==> config.mk <==
export PLATFORM = sky130hd
export DESIGN_NAME = interval_timer_bank_top
export DESIGN_NICKNAME = d
export VERILOG_FILES = /design/src/hdl/itb_pkg.sv /design/src/hdl/itb_head.sv /design/src/hdl/itb_cell.sv /design/src/hdl/interval_timer_bank_top.sv
export SDC_FILE = /design/constraint.sdc
export NUM_CORES = 2
export LEC_CHECK = 0
export ABC_AREA = 1
export ABC_CLOCK_PERIOD_IN_PS = 7320
export BUFFER_PORTS_ARGS = -buffer_cell sky130_fd_sc_hd__buf_2
export CELL_PAD_IN_SITES_DETAIL_PLACEMENT = 0
export CELL_PAD_IN_SITES_GLOBAL_PLACEMENT = 1
export CORE_UTILIZATION = 40
export DETAILED_ROUTE_END_ITERATION = 8
export GPL_TIMING_DRIVEN = 0
export PLACE_DENSITY = 0.79
export SETUP_SLACK_MARGIN = 0.4
export SYNTH_ARGS = -nofsm -noshare
export SYNTH_HDL_FRONTEND = slang
export SYNTH_SLANG_ARGS = --single-unit
==> constraint.sdc <==
create_clock -name clk -period 7.32 [get_ports clk]
set_input_delay 0.366 -clock clk [delete_from_list [all_inputs] [get_ports clk]]
set_output_delay 0.366 -clock clk [all_outputs]
set_load 0.005 [all_outputs]
==> src/hdl/itb_pkg.sv <==
// itb_pkg: shared types and constants for the interval timer bank.
// Holds the request/result words and the word that travels the cell chain.
// No dependencies.
`timescale 1ns / 1ps

package itb_pkg;

    // Widest bank the chain word is sized for.
    localparam int unsigned MAX_TIMERS = 16;
    localparam int unsigned ID_W       = 4;
    localparam int unsigned TIME_W     = 64;
    localparam int unsigned INTV_W     = 48;

    localparam logic [2:0] MODE_TICK   = 3'd0;
    localparam logic [2:0] MODE_SET    = 3'd1;
    localparam logic [2:0] MODE_CANCEL = 3'd2;
    localparam logic [2:0] MODE_ADJUST = 3'd3;
    localparam logic [2:0] MODE_POLL   = 3'd4;

    typedef struct packed {
        logic [2:0]               mode;
        logic [1:0]               timer_index;
        logic signed [INTV_W-1:0] interval;
    } request_t;

    typedef struct packed {
        logic       event_valid;
        logic [1:0] event_timer;
        logic [3:0] running_mask;
    } result_t;

    // One command on its way down the chain. value is the new time on a tick,
    // the expiry time on a set and the delta on an adjust.
    typedef struct packed {
        logic                  valid;
        logic [2:0]            mode;
        logic [1:0]            timer_index;
        logic [TIME_W-1:0]     value;
        logic                  found;
        logic [ID_W-1:0]       found_id;
        logic [MAX_TIMERS-1:0] mask;
    } chain_word_t;

endpackage

==> src/hdl/itb_head.sv <==
// itb_head: time counter and command launch into the timer chain.
// Depends on itb_pkg.
`timescale 1ns / 1ps

module itb_head (
    input  logic                clk,
    input  logic                rst_n,
    input  logic                accept,
    input  itb_pkg::request_t   request,
    output itb_pkg::chain_word_t word_out
);
    import itb_pkg::*;

    logic [TIME_W-1:0] time_now_reg, time_now_next;
    chain_word_t       word_reg, word_next;
    logic [TIME_W-1:0] delta;
    logic [TIME_W-1:0] addend;
    logic [TIME_W-1:0] sum;

    assign delta  = {{(TIME_W - INTV_W){request.interval[INTV_W-1]}}, request.interval};
    assign addend = (request.mode == MODE_TICK) ? TIME_W'(1) : delta;
    assign sum    = time_now_reg + addend;

    always_comb
    begin
        time_now_next         = time_now_reg;
        word_next             = '0;
        word_next.valid       = accept;
        word_next.mode        = request.mode;
        word_next.timer_index = request.timer_index;
        case (request.mode)
            MODE_TICK:
            begin
                word_next.value = sum;
                if (accept)
                    time_now_next = sum;
            end
            MODE_SET:
                word_next.value = sum;
            MODE_ADJUST:
            begin
                word_next.value = delta;
                if (accept)
                    time_now_next = sum;
            end
            default:
                word_next.value = '0;
        endcase
    end

    always_ff @(posedge clk or negedge rst_n)
    begin
        if (!rst_n)
        begin
            time_now_reg <= '0;
            word_reg     <= '0;
        end
        else
        begin
            time_now_reg <= time_now_next;
            word_reg     <= word_next;
        end
    end

    assign word_out = word_reg;

endmodule

==> src/hdl/itb_cell.sv <==
// itb_cell: one timer of the bank; applies each passing command and hands it on.
// Depends on itb_pkg.
`timescale 1ns / 1ps

module itb_cell #(
    parameter int unsigned CELL_ID = 0
) (
    input  logic                 clk,
    input  logic                 rst_n,
    input  itb_pkg::chain_word_t word_in,
    output itb_pkg::chain_word_t word_out
);
    import itb_pkg::*;

    localparam logic [ID_W-1:0] ID = ID_W'(CELL_ID);

    logic [TIME_W-1:0] expiry_reg, expiry_next;
    logic              running_reg, running_next;
    logic              expired_reg, expired_next;
    chain_word_t       word_reg, word_next;
    logic [TIME_W-1:0] diff;
    logic              hit;

    assign diff = word_in.value - expiry_reg;
    assign hit  = ({2'b00, word_in.timer_index} == ID);

    always_comb
    begin
        expiry_next  = expiry_reg;
        running_next = running_reg;
        expired_next = expired_reg;
        word_next    = word_in;
        if (word_in.valid)
        begin
            case (word_in.mode)
                MODE_TICK:
                    // reached when the signed difference is not negative
                    if (running_reg && !diff[TIME_W-1])
                    begin
                        running_next = 1'b0;
                        expired_next = 1'b1;
                    end
                MODE_SET:
                    if (hit)
                    begin
                        expiry_next  = word_in.value;
                        running_next = 1'b1;
                        expired_next = 1'b0;
                    end
                MODE_CANCEL:
                    if (hit)
                    begin
                        running_next = 1'b0;
                        expired_next = 1'b0;
                    end
                MODE_ADJUST:
                    if (running_reg)
                        expiry_next = expiry_reg + word_in.value;
                MODE_POLL:
                    if (expired_reg && !word_in.found)
                    begin
                        expired_next       = 1'b0;
                        word_next.found    = 1'b1;
                        word_next.found_id = ID;
                    end
                default:
                    ;
            endcase
        end
        word_next.mask[CELL_ID] = running_next;
    end

    always_ff @(posedge clk or negedge rst_n)
    begin
        if (!rst_n)
        begin
            running_reg <= 1'b0;
            expired_reg <= 1'b0;
            word_reg    <= '0;
        end
        else
        begin
            running_reg <= running_next;
            expired_reg <= expired_next;
            word_reg    <= word_next;
        end
    end

    // expiry is written by a set before it is ever compared
    always_ff @(posedge clk)
    begin
        expiry_reg <= expiry_next;
    end

    assign word_out = word_reg;

endmodule

==> src/hdl/interval_timer_bank_top.sv <==
// interval_timer_bank_top: bank of one-shot timers against a 64-bit time counter.
// Depends on itb_pkg, itb_head and itb_cell.
`timescale 1ns / 1ps
//
// Usage
//   A request word (mode, timer_index, interval) is taken at a rising edge
//   with start high and busy low. busy stays low: the chain takes a new word
//   every cycle, so throughput is one request per clock.
//   The head register holds the time counter; it applies tick and adjust to
//   the time at once and launches the word down a row of NUM_TIMERS cells,
//   one cell per timer. Each cell applies the word to its own timer and hands
//   it to the next cell on the following edge. A poll carries a found flag
//   down the row, so the lowest-numbered expired timer claims it first; the
//   running mask is built bit by bit the same way.
//   done rises once the word has passed the head register and then every
//   cell register in turn; it is high for a single cycle per result, and the
//   result word is valid while it is high. Results leave in request order,
//   one per request. The receiver cannot stall.
//   Reset (rst_n low, asynchronous) clears the time, all running and expired
//   marks and any words in flight. Expiry times are not reset.
//   When done is low, result reads as zero.
module interval_timer_bank_top #(
    parameter int unsigned NUM_TIMERS = 4
) (
    input  logic              clk,
    input  logic              rst_n,
    input  logic              start,
    output logic              busy,
    input  itb_pkg::request_t request,
    output logic              done,
    output itb_pkg::result_t  result
);
    import itb_pkg::*;

    chain_word_t chain [0:NUM_TIMERS];
    chain_word_t tail;

    // chain never backs up
    assign busy = 1'b0;

    itb_head u_head (
        .clk      (clk),
        .rst_n    (rst_n),
        .accept   (start && !busy),
        .request  (request),
        .word_out (chain[0])
    );

    for (genvar g = 0; g < NUM_TIMERS; g++)
    begin : g_cell
        itb_cell #(
            .CELL_ID (g)
        ) u_cell (
            .clk      (clk),
            .rst_n    (rst_n),
            .word_in  (chain[g]),
            .word_out (chain[g+1])
        );
    end

    assign tail = chain[NUM_TIMERS];
    assign done = tail.valid;

    always_comb
    begin
        result = '0;
        if (tail.valid)
        begin
            result.event_valid  = tail.found;
            result.event_timer  = tail.found_id[1:0];
            result.running_mask = tail.mask[3:0];
        end
    end

endmodule

==> impl_results.rst <==
.. list-table::
   :header-rows: 1

   * - Metric
     - Value
   * - Total via count after detailed routing
     - slightly above 50000
   * - Share of synthesized registers carrying an async set or reset
     - approximately three fifths
   * - Maximum buffer depth of the clock tree
     - 3
   * - Sort of element at the start of the critical path
     - input pin
   * - Top library cells by usage in the layout, fill and taps aside
     - nand2_1, inv_1, nor2_1
   * - Count of unresolved DRC violations after routing
     - 0
   * - Maximum number of pins on one net before global-route repair
     - roughly 110
   * - Via count of the first global-routing pass
     - ~53000
   * - Maximum operating frequency
     - 0.179 GHz
   * - Netlist Area Pre-Place
     - around 53000 um^2
   * - Core Footprint
     - 131000 um^2
   * - Final clock skew
     - about 0.024 ns
   * - Number of standard cells after synthesis
     - about 7800
   * - Arrival @ worst endpoint
     - around 6.1 ns
   * - Fin util
     - between 40 and 50%
   * - Count of TritonRoute iterations in the first routing pass
     - 8
   * - Most area-consuming cells after synthesis
     - dfrtp_1, edfxtp_1, ha_1, nand2_1, inv_1
   * - P&R area growth vs syn
     - 11.1%
   * - Tightest slew margin relative to the limit
     - between 10% and 20%
   * - Post-synth top area share
     - 17.4%
   * - Most frequent standard cell in the layout excluding fill and tap cells
     - nand2_1
   * - Cell Rows
     - 133
   * - Worst-case vdd ir drop
     - ~0.00022 V
   * - Wirelength, routed
     - about 220 mm
   * - All-layer global routing usage
     - 32.8%
   * - Number of synthesized flops with an enable pin
     - between 200 and 300
   * - Total CTS buffers
     - 79
   * - Number of max-cap violations
     - 0
   * - TritonCTS Sinks
     - approximately 620
   * - Die H
     - about 370 um
   * - Setup TNS
     - 0 ns
   * - Final clock period utilization by the worst path
     - between 70% and 80%
   * - Final weighted congestion in routability-driven placement
     - about 1.0
   * - Post-detailed-route via-to-cell ratio
     - approximately 5.3
   * - Clock transition at the registers of the reported paths
     - roughly 0.050 ns
   * - Leakage component of the power
     - about 29 nW
   * - Path type of the worst setup path
     - in2reg
   * - Area of the die
     - between 100000 and 150000 um^2
   * - Flip-flop count of the largest register, all copies and words added
     - roughly 260
   * - Hold Fails Final Rpt
     - 0
   * - Primary flip-flop cell chosen by synthesis mapping
     - dfrtp_1
   * - Total congestion overflow after global routing
     - 0
   * - Post-CTS Resized
     - 0
   * - Average cell area after synthesis
     - between 6 and 7 um^2
   * - Global-route wire length before repair
     - 327 mm
   * - Cell Pwr Density
     - 306 nW/um^2
   * - Mapped Nets
     - 8434
   * - Clock tree from TritonCTS
     - yes
   * - Final critical-path required period
     - around 5.6 ns
   * - Status
     - complete, no violations
   * - Insertion delay to the later sink of the worst-skew pair
     - about 0.68 ns
   * - Unique cell type count in the Yosys netlist
     - 52
   * - Register area share after synthesis
     - a little under a third
   * - CP max FO
     - 10
   * - Final antenna diode count
     - 0
   * - Clock tree root driver cell
     - clkbuf_16
   * - Data required, critical path
     - 7.87 ns
   * - Initial antenna violation count
     - 1
   * - Layout cell share with drive strength beyond 1
     - between 3 and 4%
   * - Setup-failing EPs final
     - 0
   * - Synth area leader
     - dfrtp_1
   * - Number of nets with antenna violations after detailed routing
     - 0
   * - Overall power consumption
     - 18.0 mW
   * - Worst setup EP type
     - flop
   * - Transition time at the pin with the least slew margin
     - between 1 and 1.5 ns
   * - Number of top-level pins
     - 65
   * - Initial Util
     - ~40%
   * - Drt first-iter violations
     - roughly 3500
   * - Setup repair after global routing missed its margin
     - false
   * - Worst Hold Margin
     - ~0.036 ns
   * - Total half-perimeter wirelength after legalization and detailed placement
     - 188 mm
   * - Flip-flop and latch count after synthesis
     - 624
   * - Number of warnings printed during yosys synthesis
     - 0
   * - H-tree depth
     - 3
   * - Die extent in x
     - 366 um
   * - Max-slew violation total from the final report
     - 0
   * - Final net count
     - approximately 8600
   * - Mean routed wirelength per cell
     - between 20 and 25 um
   * - Worst min path class
     - in2reg
   * - Number of buffers inserted by port buffering
     - between 60 and 70
-- routing by layer --
metal,global-route usage (%),up-vias,routed length [um]
li1,-,25600,-
met1,35.0,24200,83500
met2,60.5,1489,113000
met3,2.65,572,7390
met4,23.8,0,18900
met5,0,-,0
-- stage by stage --
stage                     setup slack, ns  area [um^2]  cells
after floorplan                      2.18        53100   7822
after global placement              -1.62        55600   9640
after detailed placement             1.73        56000   9659
after CTS                            1.91        59000   9829
after global routing                 1.54        59000   9829
final                                1.74        59000   9829
-- critical path, cell delays in order --
cell           delay [ns]
dlygate4sd3_1        0.53
buf_2                0.18
inv_1                0.10
nand2_1              0.40
nor2_1               0.32
clkbuf_1             0.65
buf_1                0.50
nor2_1               0.09
ha_1                 0.37
nand2_1              0.15
nor2_1               0.19
nand2_1              0.20
o21ai_0              0.92
nand2_1              0.33
nand3_1              0.31
nand3_1              0.18
nand2_1              0.09
nand2_1              0.07
nand3_1              0.07
nand2_1              0.08
-- cell type report --
class | count | area, um^2
plain buffers | 96 | 399
clock buffers | 109 | 2360
clock inverters | 39 | 423
fillers | 14000 | 72500
inverters | 1406 | 5280
multi-input cells | 5696 | 30500
flip-flops and latches | 624 | 16900
well taps | 1755 | 2200
repair buffers | 104 | 871
-- final timing paths --
kind                                               start                               to  slack, ns  cells past startpoint
min in group asynchronous                          rst_n          u_head.time_now_reg[59]       0.26                      2
hold / removal                               request[24]              u_head.word_out[45]       0.04                      3
setup / recovery                             request[51]              u_head.word_out[84]       1.74                     20
setup reg to reg           g_cell[2].u_cell.word_out[89]  g_cell[3].u_cell.expiry_reg[11]       2.99                     11
max in group asynchronous                          rst_n    g_cell[2].u_cell.word_out[38]       5.66                      4
hold reg to reg             g_cell[2].u_cell.word_out[0]     g_cell[3].u_cell.word_out[0]       0.35                      0
-- cell usage after synthesis (all sizes together) (26+ instances only) --
| master | instances |
|---|---|
| ha | 551 |
| edfxtp | 256 |
| xnor2 | 29 |
| a31oi | 37 |
| a21oi | 610 |
| o21bai | 66 |
| or2 | 36 |
| nand3 | 463 |
| inv | 1402 |
| o22ai | 33 |
| nand4 | 90 |
| clkbuf | 78 |
| o21ai | 567 |
| nor2 | 1065 |
| dfrtp | 368 |
| nor4 | 26 |
| nand2 | 1788 |
| xor2 | 85 |
| a21o | 26 |
| nor3 | 90 |
-- power breakdown --
| group | total (mW) | internal [mW] | switching (mW) |
|---|---|---|---|
| logic | 8.57 | 2.56 | 6.01 |
| clock network | 4.24 | 2.52 | 1.72 |
| registers | 5.23 | 4.39 | 0.841 |
| total | 18.0 | 9.47 | 8.57 |
-- what timing repair did --
action | 4_1_cts | 5_1_grt
hold endpoints to repair | 112 | 0
hold buffers | 22 | 0
buffers inserted | 0 | 0
-- cells by family (layout without fill, tap and decap cells) --
group	after synthesis	after routing	share of synthesized area (%)
and+or+nand+nor	3598	3598	27.8
buffers and inverters	1502	1754	10.7
AOI/OAI and AO/OA	1427	1427	14.6
DFF	624	624	31.8
adders and majority gates	556	556	13.2
xor gates and xnor gates	114	114	1.88
other	1	1	0.00707
(Power assumes the default switching activity.)
